<file path="src/hw/rtl/yuv_pkg.sv">
package yuv_pkg;

  localparam int WORD_W  = 32;
  localparam int PIX_W   = 16;
  localparam int COORD_W = 11;
  localparam int DIM_W   = 12;
  localparam int CFG_IDX_W = 2;

  // register indexes on the configuration channel
  localparam logic [CFG_IDX_W-1:0] CFG_FRAME_WIDTH  = 2'd0;
  localparam logic [CFG_IDX_W-1:0] CFG_FRAME_HEIGHT = 2'd1;

  localparam logic [DIM_W-1:0] WIDTH_RESET  = 12'd800;
  localparam logic [DIM_W-1:0] HEIGHT_RESET = 12'd480;
  localparam logic [DIM_W-1:0] DIM_MAX      = 12'd2048;
  localparam logic [DIM_W-1:0] WIDTH_MIN    = 12'd2;
  localparam logic [DIM_W-1:0] HEIGHT_MIN   = 12'd1;

  // Q16 sums stay within +/-2^25
  localparam int SUM_W = 27;
  localparam int FRAC_W = 16;

  localparam logic signed [SUM_W-1:0] COEF_RV = 27'sd89830;
  localparam logic signed [SUM_W-1:0] COEF_GV = 27'sd45744;
  localparam logic signed [SUM_W-1:0] COEF_GU = 27'sd22127;
  localparam logic signed [SUM_W-1:0] COEF_BU = 27'sd113537;

  localparam logic signed [SUM_W-FRAC_W-1:0] CHAN_MAX = 11'sd255;

  // floor of q / 2^16, saturated to 0..255
  function automatic logic [7:0] chan_clamp(input logic signed [SUM_W-1:0] q);
    logic signed [SUM_W-FRAC_W-1:0] f;
    f = $signed(q[SUM_W-1:FRAC_W]);
    if (f < 0) begin
      chan_clamp = 8'd0;
    end else if (f > CHAN_MAX) begin
      chan_clamp = 8'd255;
    end else begin
      chan_clamp = f[7:0];
    end
  endfunction

  function automatic logic [DIM_W-1:0] eff_width(input logic [DIM_W-1:0] w);
    logic [DIM_W-1:0] e;
    e = {w[DIM_W-1:1], 1'b0};
    if (e == '0) begin
      e = WIDTH_MIN;
    end else if (e > DIM_MAX) begin
      e = DIM_MAX;
    end
    eff_width = e;
  endfunction

  function automatic logic [DIM_W-1:0] eff_height(input logic [DIM_W-1:0] h);
    logic [DIM_W-1:0] e;
    e = h;
    if (e == '0) begin
      e = HEIGHT_MIN;
    end else if (e > DIM_MAX) begin
      e = DIM_MAX;
    end
    eff_height = e;
  endfunction

endpackage

</file>
<file path="src/hw/rtl/yuv_if.sv">
interface yuv_in_if import yuv_pkg::*; ();
  logic              valid;
  logic              ready;
  logic [WORD_W-1:0] macro_word;

  modport source (output valid, output macro_word, input ready);
  modport sink (input valid, input macro_word, output ready);
endinterface

interface yuv_out_if import yuv_pkg::*; ();
  logic               valid;
  logic               ready;
  logic [PIX_W-1:0]   pixel_first;
  logic [PIX_W-1:0]   pixel_second;
  logic [COORD_W-1:0] column;
  logic [COORD_W-1:0] row;
  logic               frame_last;

  modport source (output valid, output pixel_first, output pixel_second, output column,
                  output row, output frame_last, input ready);
  modport sink (input valid, input pixel_first, input pixel_second, input column,
                input row, input frame_last, output ready);
endinterface

interface yuv_cfg_if import yuv_pkg::*; ();
  logic                 valid;
  logic                 ready;
  logic [CFG_IDX_W-1:0] index;
  logic [DIM_W-1:0]     data;

  modport source (output valid, output index, output data, input ready);
  modport sink (input valid, input index, input data, output ready);
endinterface

</file>
<file path="src/hw/rtl/yuv422_to_rgb565_converter.sv">
// a macropixel accepted into the input register moves on to the result register once that register is free
// throughput: one macropixel per clock while out_ready is high, set by the input and result registers
// ready follows the result register: in_ready stays high while out_ready is high
// reset (rst_n low, synchronous) empties both stages, zeroes the column and
// row counters and loads a frame of 800 x 480
module yuv422_to_rgb565_converter import yuv_pkg::*; (
  input  logic       clk,
  input  logic       rst_n,
  yuv_in_if.sink     in_if,
  yuv_out_if.source  out_if,
  yuv_cfg_if.sink    cfg_if
);

  logic [DIM_W-1:0]   width_eff_r, height_eff_r;
  logic [COORD_W-1:0] col_cnt_r, col_cnt_nxt;
  logic [COORD_W-1:0] row_cnt_r, row_cnt_nxt;

  logic               s1_valid_r;
  logic [WORD_W-1:0]  s1_word_r;
  logic [COORD_W-1:0] s1_col_r, s1_row_r;
  logic               s1_last_r;

  logic               out_valid_r;
  logic [PIX_W-1:0]   out_pix0_r, out_pix1_r;
  logic [COORD_W-1:0] out_col_r, out_row_r;
  logic               out_last_r;

  logic [PIX_W-1:0]   pix0, pix1;
  logic [DIM_W-1:0]   col_sum, row_sum;
  logic               row_end, frame_end;
  logic               in_acc, out_load, cfg_acc;

  assign cfg_if.ready = 1'b1;
  assign cfg_acc      = cfg_if.valid && cfg_if.ready;

  always_ff @(posedge clk) begin
    if (!rst_n) begin
      width_eff_r  <= WIDTH_RESET;
      height_eff_r <= HEIGHT_RESET;
    end else if (cfg_acc) begin
      case (cfg_if.index)
        CFG_FRAME_WIDTH:  width_eff_r  <= eff_width(cfg_if.data);
        CFG_FRAME_HEIGHT: height_eff_r <= eff_height(cfg_if.data);
        default: ;
      endcase
    end
  end

  assign out_load    = s1_valid_r && (!out_valid_r || out_if.ready);
  assign in_if.ready = !s1_valid_r || out_load;
  assign in_acc      = in_if.valid && in_if.ready;

  // frame position, taken when the transaction is accepted
  assign col_sum   = {1'b0, col_cnt_r} + DIM_W'(2);
  assign row_sum   = {1'b0, row_cnt_r} + DIM_W'(1);
  assign row_end   = col_sum >= width_eff_r;
  assign frame_end = row_end && (row_sum >= height_eff_r);

  always_comb begin
    col_cnt_nxt = col_cnt_r;
    row_cnt_nxt = row_cnt_r;
    if (in_acc) begin
      if (row_end) begin
        col_cnt_nxt = '0;
        row_cnt_nxt = frame_end ? '0 : row_sum[COORD_W-1:0];
      end else begin
        col_cnt_nxt = col_sum[COORD_W-1:0];
      end
    end
  end

  always_ff @(posedge clk) begin
    if (!rst_n) begin
      col_cnt_r   <= '0;
      row_cnt_r   <= '0;
      s1_valid_r  <= 1'b0;
      out_valid_r <= 1'b0;
    end else begin
      col_cnt_r  <= col_cnt_nxt;
      row_cnt_r  <= row_cnt_nxt;
      if (in_if.ready) begin
        s1_valid_r <= in_if.valid;
      end
      if (!out_valid_r || out_if.ready) begin
        out_valid_r <= s1_valid_r;
      end
    end
  end

  always_ff @(posedge clk) begin
    if (in_acc) begin
      s1_word_r <= in_if.macro_word;
      s1_col_r  <= col_cnt_r;
      s1_row_r  <= row_cnt_r;
      s1_last_r <= frame_end;
    end
    if (out_load) begin
      out_pix0_r <= pix0;
      out_pix1_r <= pix1;
      out_col_r  <= s1_col_r;
      out_row_r  <= s1_row_r;
      out_last_r <= s1_last_r;
    end
  end

  yuv_pix u_pix (
    .macro_word   (s1_word_r),
    .pixel_first  (pix0),
    .pixel_second (pix1)
  );

  assign out_if.valid        = out_valid_r;
  assign out_if.pixel_first  = out_pix0_r;
  assign out_if.pixel_second = out_pix1_r;
  assign out_if.column       = out_col_r;
  assign out_if.row          = out_row_r;
  assign out_if.frame_last   = out_last_r;

  a_col_even: assert property (@(posedge clk) disable iff (!rst_n)
    !col_cnt_r[0])
    else $error("column counter is odd");

  a_width_range: assert property (@(posedge clk) disable iff (!rst_n)
    !width_eff_r[0] && width_eff_r >= WIDTH_MIN && width_eff_r <= DIM_MAX)
    else $error("effective width out of range");

  a_frame_wrap: assert property (@(posedge clk) disable iff (!rst_n)
    (in_acc && frame_end) |=> (col_cnt_r == '0 && row_cnt_r == '0))
    else $error("counters did not wrap at end of frame");

  a_s1_hold: assert property (@(posedge clk) disable iff (!rst_n)
    (s1_valid_r && !out_load) |=> (s1_valid_r && $stable(s1_word_r)))
    else $error("stalled transaction lost in input stage");

endmodule

</file>
<file path="src/hw/rtl/yuv_pix.sv">
module yuv_pix import yuv_pkg::*; (
  input  logic [WORD_W-1:0] macro_word,
  output logic [PIX_W-1:0]  pixel_first,
  output logic [PIX_W-1:0]  pixel_second
);

  logic [7:0] y0, y1, u, v;
  logic signed [7:0] du, dv;
  logic signed [SUM_W-1:0] rv, gv, gu, bu;

  assign y0 = macro_word[7:0];
  assign u  = macro_word[15:8];
  assign y1 = macro_word[23:16];
  assign v  = macro_word[31:24];

  // x - 128 on a byte is the byte with its top bit flipped, read as signed
  assign du = $signed({~u[7], u[6:0]});
  assign dv = $signed({~v[7], v[6:0]});

  // chroma terms are shared by both pixels
  assign rv = COEF_RV * SUM_W'(dv);
  assign gv = COEF_GV * SUM_W'(dv);
  assign gu = COEF_GU * SUM_W'(du);
  assign bu = COEF_BU * SUM_W'(du);

  function automatic logic [PIX_W-1:0] pack565(input logic [7:0] y,
                                               input logic signed [SUM_W-1:0] rv_t,
                                               input logic signed [SUM_W-1:0] gv_t,
                                               input logic signed [SUM_W-1:0] gu_t,
                                               input logic signed [SUM_W-1:0] bu_t);
    logic signed [SUM_W-1:0] ys;
    logic [7:0] r, g, b;
    ys = $signed({3'b000, y, 16'h0000});
    r = chan_clamp(ys + rv_t);
    g = chan_clamp(ys - gv_t - gu_t);
    b = chan_clamp(ys + bu_t);
    pack565 = {r[7:3], g[7:2], b[7:3]};
  endfunction

  assign pixel_first  = pack565(y0, rv, gv, gu, bu);
  assign pixel_second = pack565(y1, rv, gv, gu, bu);

endmodule
</file>
<file path="src/flat_wrapper.sv">
// flat-port wrapper written by rule: the top's interface ports become plain ports
module yuv422_to_rgb565_converter_flat import yuv_pkg::*;
  (clk, rst_n, in_if_valid, in_if_macro_word, in_if_ready, out_if_valid, out_if_pixel_first, out_if_pixel_second, out_if_column, out_if_row, out_if_frame_last, out_if_ready, cfg_if_valid, cfg_if_index, cfg_if_data, cfg_if_ready);
  yuv_in_if in_if_i ();
  yuv_out_if out_if_i ();
  yuv_cfg_if cfg_if_i ();
  input  logic clk;
  input  logic rst_n;
  input wire logic [$bits(in_if_i.valid)-1:0] in_if_valid;
  input wire logic [$bits(in_if_i.macro_word)-1:0] in_if_macro_word;
  output wire logic [$bits(in_if_i.ready)-1:0] in_if_ready;
  output wire logic [$bits(out_if_i.valid)-1:0] out_if_valid;
  output wire logic [$bits(out_if_i.pixel_first)-1:0] out_if_pixel_first;
  output wire logic [$bits(out_if_i.pixel_second)-1:0] out_if_pixel_second;
  output wire logic [$bits(out_if_i.column)-1:0] out_if_column;
  output wire logic [$bits(out_if_i.row)-1:0] out_if_row;
  output wire logic [$bits(out_if_i.frame_last)-1:0] out_if_frame_last;
  input wire logic [$bits(out_if_i.ready)-1:0] out_if_ready;
  input wire logic [$bits(cfg_if_i.valid)-1:0] cfg_if_valid;
  input wire logic [$bits(cfg_if_i.index)-1:0] cfg_if_index;
  input wire logic [$bits(cfg_if_i.data)-1:0] cfg_if_data;
  output wire logic [$bits(cfg_if_i.ready)-1:0] cfg_if_ready;
  assign in_if_i.valid = in_if_valid;
  assign in_if_i.macro_word = in_if_macro_word;
  assign in_if_ready = in_if_i.ready;
  assign out_if_valid = out_if_i.valid;
  assign out_if_pixel_first = out_if_i.pixel_first;
  assign out_if_pixel_second = out_if_i.pixel_second;
  assign out_if_column = out_if_i.column;
  assign out_if_row = out_if_i.row;
  assign out_if_frame_last = out_if_i.frame_last;
  assign out_if_i.ready = out_if_ready;
  assign cfg_if_i.valid = cfg_if_valid;
  assign cfg_if_i.index = cfg_if_index;
  assign cfg_if_i.data = cfg_if_data;
  assign cfg_if_ready = cfg_if_i.ready;
  yuv422_to_rgb565_converter u_core (.clk(clk), .rst_n(rst_n), .in_if(in_if_i), .out_if(out_if_i), .cfg_if(cfg_if_i));
endmodule
</file>
<file path="config.mk">
export PLATFORM = sky130hd
export DESIGN_NAME = yuv422_to_rgb565_converter_flat
export DESIGN_NICKNAME = d
export VERILOG_FILES = /design/src/hw/rtl/yuv_pkg.sv /design/src/hw/rtl/yuv_if.sv /design/src/hw/rtl/yuv422_to_rgb565_converter.sv /design/src/hw/rtl/yuv_pix.sv /design/src/flat_wrapper.sv
export SDC_FILE = /design/constraint.sdc
export NUM_CORES = 1
export LEC_CHECK = 0
export BUFFER_PORTS_ARGS = -buffer_cell sky130_fd_sc_hd__buf_2
export CORE_UTILIZATION = 40
export CTS_BUF_LIST = sky130_fd_sc_hd__clkbuf_16
export DETAILED_ROUTE_END_ITERATION = 10
export PLACE_DENSITY_LB_ADDON = 0.15
export SYNTH_ARGS = -nofsm -noshare
export SYNTH_HDL_FRONTEND = slang
export SYNTH_SLANG_ARGS = --single-unit
</file>
<file path="constraint.sdc">
create_clock -name clk -period 7.75 [get_ports clk]
set_clock_uncertainty 0.1 [all_clocks]
set_input_delay 1.1625 -clock clk [delete_from_list [all_inputs] [get_ports clk]]
set_output_delay 1.1625 -clock clk [all_outputs]
set_load 0.05 [all_outputs]
</file>
==> results of run 1 <==
## routing by layer
layer | vias up | part of all wire, %
met5 | - | 0
met4 | 0 | 2.3
met3 | 35 | 3.1
met2 | 183 | 47
met1 | 5966 | 47
li1 | 6129 | -
## critical path: stages, from the launching register on
cell and delay [ns]:
edfxtp_1 0.40, clkinvlp_4 0.22, fa_1 0.69, inv_1 0.14, fa_1 0.50, fa_1 0.52
fa_1 0.55, inv_1 0.04, ha_1 0.33, or2_2 0.31, a21oi_1 0.16, o21ba_2 0.21
a31o_1 0.22, a21oi_1 0.16, xnor2_1 0.14, fa_1 0.50, inv_1 0.05, ha_1 0.39
nand2_1 0.13, nor2_1 0.10, nand3_1 0.16, nand3_1 0.13, a21oi_1 0.10, or4_1 0.52
o2111a_2 0.24, a21o_1 0.18
## registers in the layout, indices dropped and copies added (netlist names), 11 cells and up
register / flops
u_core.out_if.row: 11
u_core.out_if.pixel_first: 16
u_core.width_eff_r: 11
u_core.s1_word_r: 32
u_core.height_eff_r: 12
u_core.row_cnt_r: 11
u_core.s1_row_r: 11
u_core.out_if.pixel_second: 16
## stage by stage
stage / instance area (sq um) / util (%) / TNS, ns / instances / hold WS, ns
after global placement: 18070 / 43.95 / 0 / 2362 / 0.3020
after CTS: 18630 / 45.33 / 0 / 2394 / 0.3150
final: 18800 / 45.74 / 0 / 2407 / 0.3180
after detailed placement: 18070 / 43.95 / 0 / 2362 / 0.3068
after floorplan: 16800 / - / 0 / 1727 / 0.3003
after global routing: 18800 / 45.74 / -0.006113 / 2407 / 0.3313
## kinds of logic after synthesis
family / count (synthesis) / share of synthesized area (%)
AOI/OAI and AO/OA: 334 / 13.02
other: 2 / 0.04470
and+or+nand+nor: 345 / 10.81
muxes: 7 / 0.4170
DFF: 154 / 24.78
adders and majority gates: 431 / 38.13
buffers and inverters: 366 / 8.221
xor gates and xnor gates: 88 / 4.587
## layout by cell type (no fill, tap or decap), types with 44 or more instances in the layout
cell | synthesis | layout
ha_1 | 296 | 294
a21oi_1 | 102 | 100
a21o_1 | 44 | 44
nand2_1 | 73 | 73
buf_2 | 0 | 106
nor2_1 | 63 | 63
edfxtp_1 | 108 | 108
xnor2_1 | 50 | 50
dfxtp_1 | 46 | 46
inv_1 | 342 | 338
fa_1 | 135 | 134
nand3_1 | 45 | 45
## area by class of cell
type | count | area, sq um | share of cell area, %
multi-input cells | 1207 | 11330 | 60.23
flip-flops and latches | 154 | 4164 | 22.14
inverters | 342 | 1295 | 6.887
repair buffers | 140 | 785.8 | 4.179
well taps | 532 | 665.6 | 3.540
clock buffers | 18 | 450.4 | 2.395
clock inverters | 14 | 117.6 | 0.6255
## what timing repair did
action | 4_1_cts | 5_1_grt
setup buffers | 0 | 13
setup endpoints to repair | 0 | 23
endpoints found under the hold margin | 0 | 0
resized for setup | 0 | 16
## path summary, 6_finish.rpt
| kind | endpoint | from | depth (start not counted) | slack [ns] |
|---|---|---|---|---|
| worst min-delay path | u_core.out_if.column[6]$_DFFE_PP_ | u_core.s1_col_r[6]$_DFFE_PP_ | 0 | 0.32 |
| worst max register to register | u_core.out_if.pixel_first[5]$_SDFFCE_PN0P_ | u_core.s1_word_r[14]$_DFFE_PP_ | 25 | 0.34 |
| worst max-delay path | u_core.out_if.pixel_first[5]$_SDFFCE_PN0P_ | u_core.s1_word_r[14]$_DFFE_PP_ | 25 | 0.34 |
| worst min register to register | u_core.out_if.column[6]$_DFFE_PP_ | u_core.s1_col_r[6]$_DFFE_PP_ | 0 | 0.32 |
==> metrics, run 1 <==
Port Buffers=106; number of global-route vias before repair=12710; CTS buffer count=17; Initial Utilization=40.87%; register area share after synthesis=24.78%; H-tree depth=4; Synth Instances=1727; Yosys cell types=72; minimum clock period=7.413 ns; Vias=12310; fillers=4029; DR iter-0 viols=535; P&R area growth vs syn=11.91%; Data required, critical path=7.86 ns; Pre-Repair DR Iteration Count=7; asr flop ratio synth=0%; critical path data arrival time=7.52 ns; post-DP HPWL=34040 um; Final WS setup=0.3369 ns; pre-CTS setup slack=0.1398 ns; Yosys top cell by area=ha_1; CTS tree=built; Row Count=74; CP Capture Type=register; synthesized area=0.01680 sq mm; layout cells sized above 1=10.83%; fmax=134.9 MHz; die area=0.04283 sq mm; GRT Total Usage=20.50%; yosys warns=0; Max Buffers Root-to-Sink=2; antenna diode count=0; Post-CTS Hold Buffers=0; crit share post-route=95.65%; largest net degree at the start of global routing=55; worst slew pin tran=0.8644 ns; M1 GR Usage=27.59%; top cells by area, synth=ha_1 (22%), edfxtp_1 (19%), fa_1 (16%), inv_1 (7.6%), dfxtp_1 (5.5%); max_slew headroom=42.37%; Post-Route WL=41110 um; Yosys reg bits=154; routability cong.=0.8880; Vert. Die Dim=207.0 um; # IOs=109; met2 Use GR=33.85%; CP Max Fanout=6; EDFF count, synth=108; overflow left after global routing=0; antenna violations before repair=0; Synth top cells by count=inv_1 (342), ha_1 (296), fa_1 (135); CORE AREA=0.04111 sq mm; worst hold path class=reg -> reg; status=finished, final reports clean; GRT Max-Usage Layer=met2; Routed WL per cell=17.08 um; Root Buffer=clkbuf_16; number of remaining DRC errors=0; met3 GRT Util=2.637%; Mapped Nets=2209; die width=207.0 um; Final Max Slew Viols=0; Skew-Pair Late Insertion Delay=0.45 ns; first-pass GRT wire length=67570 um; Max-cap violations=0; number of vias per cell=5.115; share of the synthesized area in the top cell type=22.04%; Sink Count=154; Nets=2344; clk slew on worst S/H paths=0.07 ns; endpoints failing setup=0; crit start category=register; Fin. Hold Viols=0; critical path class=reg -> reg; Post-DRT Antenna Nets=0; Main synth FF type=edfxtp_1; Synth Area per Inst=9.729 sq um; count leader, synth=inv_1
Power of run 1 is left out: the tool's default activity adds up to more than one toggle a clock period on the data nets, which glitch-free logic cannot reach.
==> run 2: changes to the inputs <==
Settings changed: ABC_AREA set to 1.
==> metrics, run 2 <==
Mapped Nets=2647 (+20%); Initial Utilization=40.71% (-0.17 points); asr flop ratio synth=0% (unchanged); Data required, critical path=7.86 ns (about the same); Worst R2R Setup Slack=0.60 ns (+0.27 ns); crit share post-route=92.21% (-3.4 points); TNS Setup=0 ns (unchanged); Synth Instances=2165 (+25%); fmax=139.9 MHz (+3.7%); Reg2Reg Depth=24 (-4.0%); commonest non-fill, non-tap cell in the layout=inv_1; worst hold path class=reg -> reg; Critical Path End=u_core.out_if.pixel_first[10]$_SDFFCE_PN0P_; adder-cell share of the synthesized area=35.51% (-2.6 points); register area share after synthesis=23.08% (-1.7 points); Synth Area in Compound Gates=10.53% (-2.5 points); Fin. Hold Viols=0 (unchanged); Post-Route WL=49380 um (+20%); Routed WL per cell=17.09 um (about the same); CORE AREA=0.04432 sq mm (+7.8%); post-DP HPWL=42170 um (+24%); number of global-route vias before repair=14640 (+15%); Post-CTS Hold Buffers=0 (unchanged); Sink Count=154 (unchanged); # IOs=109 (unchanged); Row Count=77 (+4.1%); Setup Buffers After CTS=0 (unchanged); RSZ-0062 raised after global routing=false; critical path class=reg -> reg; Vert. Die Dim=214.4 um (+3.6%); H-tree depth=4 (unchanged); overflow left after global routing=0 (unchanged); synthesized area=0.01804 sq mm (+7.4%); minimum clock period=7.146 ns (-0.2669 ns); clk slew on worst S/H paths=0.07 ns (about the same); fillers=4531 (+12%); layout cells sized above 1=8.964% (-1.9 points); yosys warns=0 (unchanged); Synth Area per Inst=8.332 sq um (-14%); worst slew pin tran=1.076 ns (+0.2116 ns); top cells by area, synth=ha_1 (21%), edfxtp_1 (18%), fa_1 (15%), inv_1 (9.9%), nand2_1 (6.7%); endpoints failing setup=0 (unchanged); die area=0.04595 sq mm (+7.3%); critical path data arrival time=7.26 ns (-0.26 ns); share of the synthesized area in the top cell type=20.53% (-1.5 points); Pre-Repair DR Iteration Count=5 (-2); antenna violations before repair=0 (unchanged); Final WS setup=0.6038 ns (+0.2669 ns); Vias=14490 (+18%); Most flops, register=u_core.s1_word_r; # resized after CTS=0 (unchanged); max FFs per register=32 (unchanged); Synth top cells by count=inv_1 (477), nand2_1 (324), ha_1 (296); GRT Total Usage=22.51% (+2.0 points); first-pass GRT wire length=80040 um (+18%); r2r startpoint=u_core.s1_word_r[15]$_DFFE_PP_; Port Buffers=106 (unchanged); post-synthesis mux area share=0% (-0.42 points); Post-Synth XOR/XNOR Area=4.467% (-0.12 points); Main synth FF type=edfxtp_1; CTS tree=built; count leader, synth=inv_1; status=finished, final reports clean; P&R area growth vs syn=10.43%; commonest cells after routing, fill and taps aside=inv_1 (477), nand2_1 (324), ha_1 (296), a21oi_1 (196), fa_1 (135); number of remaining DRC errors=0 (unchanged); largest family of logic cells by synthesized area=adder cells; CP Capture Type=register; Synth Area in Simple Gates=15.92% (+5.1 points); EDFF count, synth=108 (unchanged); Yosys cell types=53 (-26%); crit path from=u_core.s1_word_r[15]$_DFFE_PP_; Yosys top cell by area=ha_1; DR iter-0 viols=953 (+78%); largest net degree at the start of global routing=44 (-20%); pre-CTS setup slack=0.6384 ns (+0.4986 ns); crit start category=register; number of vias per cell=5.013 (-2.0%); Nets=2767 (+18%); routability cong.=0.9450 (+6.4%); Yosys reg bits=154 (unchanged); Post-DRT Antenna Nets=0 (unchanged); max_slew headroom=28.18% (-14 points); CTS buffer count=17 (unchanged); antenna diode count=0 (unchanged); die width=214.4 um (+3.6%); Skew-Pair Late Insertion Delay=0.48 ns (+0.03 ns); worst r2r dst=u_core.out_if.pixel_first[10]$_SDFFCE_PN0P_; Root Buffer=clkbuf_16; Max-cap violations=0 (unchanged); Max Buffers Root-to-Sink=2 (unchanged); CP Max Fanout=11 (+5); Final Max Slew Viols=0 (unchanged)
[run 2: cell types whose count changed in the layout (fill, tap and decap cells not counted), sizes merged, moves of 29 or more]
cell	delta
nand2	+273
inv	+146
a21oi	+97
nand3	+60
nor2	+60
nor2b	-33
a21o	-29
[run 2: stage by stage]
step	cells	cell area (sq um)	utilization, %	hold slack, ns
final	2890	19920	44.95	0.3208
after global routing	2890	19920	44.95	0.3227
after CTS	2890	19920	44.95	0.3194
after detailed placement	2858	19320	43.60	0.3045
after global placement	2858	19320	43.60	0.3039
after floorplan	2165	18040	-	0.3003
[run 2: kinds of logic (layout without fill, tap and decap cells)]
| logic type | after synthesis | count (layout) |
|---|---|---|
| AND/OR/NAND/NOR | 642 | 642 |
| buffers and inverters | 500 | 633 |
| adder cells (fa/ha/maj) | 431 | 431 |
| AO/OA/AOI/OAI | 344 | 344 |
| flip-flops | 154 | 154 |
| XOR/XNOR | 92 | 92 |
| other | 2 | 2 |
[run 2: final cells by class]
cell class	count	area [sq um]	area share (%)
tap	592	740.7	3.718
clock inverter	15	175.2	0.8793
multi-input combinational	1511	12000	60.24
sequential	154	4164	20.90
timing repair buffer	113	583.1	2.927
inverter	488	1832	9.195
clock buffer	17	425.4	2.135
[run 2: worst min path at each step]
| stage | from | to | slack [ns] | cells past startpoint |
|---|---|---|---|---|
| floorplan | u_core.s1_col_r[10]$_DFFE_PP_ | u_core.out_if.column[10]$_DFFE_PP_ | 0.30 | 0 |
| global placement | u_core.s1_col_r[9]$_DFFE_PP_ | u_core.out_if.column[9]$_DFFE_PP_ | 0.30 | 0 |
| detailed placement | u_core.s1_col_r[1]$_DFFE_PP_ | u_core.out_if.column[1]$_DFFE_PP_ | 0.30 | 0 |
| CTS | u_core.s1_col_r[3]$_DFFE_PP_ | u_core.out_if.column[3]$_DFFE_PP_ | 0.32 | 0 |
| global route | u_core.s1_col_r[3]$_DFFE_PP_ | u_core.out_if.column[3]$_DFFE_PP_ | 0.32 | 0 |
| finish | u_core.s1_col_r[6]$_DFFE_PP_ | u_core.out_if.column[6]$_DFFE_PP_ | 0.32 | 0 |
[run 2: routing by layer]
layer  GRT usage, %  up-vias  share of wire (%)
met5              0        -                  0
li1               -     7282                  -
met3          2.865       37                4.0
met2          35.22      298                 44
met1          32.78     6870                 51
met4          5.619        0                1.4
[run 2: critical path, stage by stage (launching register included)]
cell and delay [ns]:
edfxtp_1 0.60, inv_1 0.37, fa_1 0.68, inv_1 0.12
fa_1 0.50, fa_1 0.52, fa_1 0.54, inv_1 0.04
ha_1 0.35, a21oi_1 0.24, a21boi_1 0.29, o21ai_0 0.14
xor2_1 0.19, fa_1 0.56, inv_1 0.06, ha_1 0.38
nand2_1 0.13, nor2_1 0.16, inv_1 0.07, nor3_1 0.18
nand4_1 0.16, nand4_1 0.12, nand2_1 0.07, nor2_2 0.19
a21oi_1 0.11
Power of run 2 is left out for the same reason.
==> run 3: changes to the inputs <==
Settings changed: CORE_UTILIZATION 40 to 64, GPL_TIMING_DRIVEN set to 0, SYNTH_HIERARCHICAL set to 1.
==> metrics, run 3 <==
Vert. Die Dim=169.5 um (-21%); commonest non-fill, non-tap cell in the layout=inv_1; Synth Instances=2160 (-0.23%); overflow left after global routing=0 (unchanged); Skew-Pair Late Insertion Delay=0.44 ns (-0.04 ns); RSZ-0062 raised after global routing=false; Worst Hold Depth=0 (unchanged); Nets=2782 (+0.54%); total area of sequential cells=0.004164 sq mm (unchanged); r2r startpoint=u_core/s1_word_r[15]$_DFFE_PP_; commonest cells after routing, fill and taps aside=inv_1 (451), nand2_1 (373), ha_1 (296), a21oi_1 (197), fa_1 (135); Yosys top cell by area=ha_1; register area share after synthesis=23.20% (+0.12 points); Mapped Nets=2642 (-0.19%); worst hold path class=reg -> reg; Sink Count=154 (unchanged); Yosys reg bits=154 (unchanged); Initial Utilization=65.85% (+25 points); Post-CTS Hold Buffers=0 (unchanged); fillers=2216 (-51%); Routed WL per cell=17.04 um (-0.27%); number of vias per cell=5.558 (+11%); Vias=14920 (+3.0%); antenna diode count=0 (unchanged); largest net degree at the start of global routing=64 (+45%); CP Max Fanout=7 (-4); multi-input logic area=0.01201 sq mm (about the same); Root Buffer=clkbuf_16; Synth Area per Inst=8.308 sq um (-0.29%); post-synthesis mux area share=0% (unchanged); minimum clock period=7.296 ns (+0.1502 ns); GRT Total Usage=33.27% (+11 points); Post-Synth XOR/XNOR Area=4.567% (+0.10 points); Synth top cells by count=inv_1 (451), nand2_1 (373), ha_1 (296); Layout Cells excl Fill=2685 (-7.1%); synthesized area=0.01795 sq mm (-0.52%); yosys warns=6 (+6); H-tree depth=4 (unchanged); CORE AREA=0.02725 sq mm (-39%); Area after DPL=0.01898 sq mm (-1.8%); routability cong.=0.9847 (+4.2%); max_slew headroom=39.76% (+12 points); Final Max Slew Viols=0 (unchanged); critical path class=reg -> reg; top cells by area, synth=ha_1 (21%), edfxtp_1 (18%), fa_1 (15%), inv_1 (9.4%), nand2_1 (7.8%); max FFs per register=32 (unchanged); Fin. Hold Viols=0 (unchanged); clk slew on worst S/H paths=0.08 ns (about the same); die width=169.5 um (-21%); adder-cell share of the synthesized area=35.70% (+0.19 points); Row Count=60 (-22%); Max Buffers Root-to-Sink=2 (unchanged); Synth Area in Compound Gates=9.545% (-0.98 points); P&R area growth vs syn=9.426%; count leader, synth=inv_1; DP Cell Count=2639 (-7.7%); hold path endpoint=u_core/out_if.row[5]$_DFFE_PP_; Most flops, register=u_core/s1_word_r; CTS tree=built; share of the synthesized area in the top cell type=20.64% (+0.11 points); Worst R2R Setup Slack=0.45 ns (-0.15 ns); number of global-route vias before repair=14620 (-0.16%); Post-Route WL=45750 um (-7.3%); Synth Area in Simple Gates=17.03% (+1.1 points); hold path start=u_core/s1_row_r[5]$_DFFE_PP_; asr flop ratio synth=0% (unchanged); DR iter-0 viols=1279 (+34%); Yosys cell types=51 (-3.8%); critical path data arrival time=7.37 ns (+0.11 ns); # IOs=109 (unchanged); Main synth FF type=edfxtp_1; post-DP HPWL=37810 um (-10%); fmax=137.1 MHz (-2.1%); Final Cell Area=0.01964 sq mm (-1.4%); Post-DRT Antenna Nets=0 (unchanged); antenna violations before repair=0 (unchanged); Reg2Reg Depth=26 (+8.3%); Port Buffers=106 (unchanged); crit share post-route=94.15% (+1.9 points); number of remaining DRC errors=0 (unchanged); worst r2r dst=u_core/out_if.pixel_first[9]$_DFFE_PP_; endpoints failing setup=0 (unchanged); status=finished, final reports clean; crit start category=register; EDFF count, synth=108 (unchanged); CP Capture Type=register; largest family of logic cells by synthesized area=adder cells; Data required, critical path=7.82 ns (-0.04 ns); die area=0.02872 sq mm (-38%); Pre-Repair DR Iteration Count=6 (+1); CTS buffer count=17 (unchanged); first-pass GRT wire length=73730 um (-7.9%); layout cells sized above 1=8.949% (-0.015 points); Max-cap violations=0 (unchanged); worst slew pin tran=0.9037 ns (-0.1724 ns); TNS Setup=0 ns (unchanged)
==> run 3: cell count changes in the layout (fill, tap and decap cells not counted), moves of 8 or more <==
cell / change
nand2_1: +49
inv_1: -26
nand2_2: -11
nor2_1: +11
buf_4: +10
nand3_1: +9
o211ai_1: -9
o21ai_0: -9
clkbuf_1: +8
==> run 3: per-stage QoR <==
step	utilization, %	hold WS (ns)	setup WS [ns]
after global routing	72.06	0.3277	0.02454
after CTS	71.66	0.3196	0.3622
after floorplan	-	0.3003	1.512
after global placement	69.51	0.3009	0.4311
after detailed placement	69.63	0.3045	0.4048
final	72.06	0.3139	0.4536
==> run 3: cell families (layout without fill, tap and decap cells) <==
kind of cell | Yosys count | after routing
and+or+nand+nor | 702 | 702
buffers and inverters | 466 | 619
adders and majority gates | 431 | 431
AOI/OAI and AO/OA | 314 | 314
DFF | 154 | 154
xor gates and xnor gates | 91 | 91
other | 2 | 2
==> run 3: timing repair <==
action / 4_1_cts / 5_1_grt
setup buffers: 0 / 14
endpoints found under the hold margin: 0 / 0
endpoints found under the setup margin: 0 / 12
gates resized for setup: 0 / 1
==> run 3: layout make-up <==
class	count	share of cell area, %
Tap cell	372	2.370
Buffer	14	0.4396
Multi-Input combinational cell	1540	61.17
Clock inverter	15	0.6499
Inverter	452	8.659
Clock buffer	17	2.166
Timing Repair Buffer	121	3.339
Sequential cell	154	21.20
==> run 3: per-layer routing <==
| layer | global-route usage [%] | up-vias | part of all wire, % |
|---|---|---|---|
| li1 | - | 7298 | - |
| met1 | 46.08 | 6966 | 45 |
| met2 | 54.30 | 589 | 45 |
| met3 | 4.408 | 69 | 7.4 |
| met4 | 10.26 | 0 | 2.6 |
| met5 | 0 | - | 0 |
==> run 3: worst max-delay path by stage <==
stage	startpoint	end	slack, ns
detailed placement	u_core/s1_word_r[15]$_DFFE_PP_	u_core/out_if.pixel_first[5]$_DFFE_PP_	0.40
floorplan	u_core/s1_word_r[14]$_DFFE_PP_	u_core/out_if.pixel_first[10]$_DFFE_PP_	1.51
finish	u_core/s1_word_r[15]$_DFFE_PP_	u_core/out_if.pixel_first[9]$_DFFE_PP_	0.45
global placement	u_core/s1_word_r[15]$_DFFE_PP_	u_core/out_if.pixel_first[9]$_DFFE_PP_	0.43
global route	u_core/s1_word_r[14]$_DFFE_PP_	u_core/out_if.pixel_first[6]$_DFFE_PP_	0.02
CTS	u_core/s1_word_r[15]$_DFFE_PP_	u_core/out_if.pixel_first[5]$_DFFE_PP_	0.36
==> run 3: critical path: stages, from the launching register on <==
cell and delay, ns:
edfxtp_1 0.71, clkinvlp_4 0.17, buf_4 0.19, fa_1 0.60, inv_1 0.12, fa_1 0.50
fa_1 0.55, inv_1 0.05, fa_1 0.47, ha_1 0.37, a21oi_1 0.30, o21ai_0 0.15
a21oi_1 0.15, nand2_1 0.08, xor2_1 0.15, inv_1 0.11, fa_1 0.49, inv_1 0.05
ha_1 0.40, a21oi_1 0.31, o21ai_0 0.23, a21oi_1 0.21, nand3_1 0.11, nand2_1 0.09
nand2_1 0.07, nor2_2 0.19, a21oi_1 0.10
Power of run 3 is left out for the same reason.
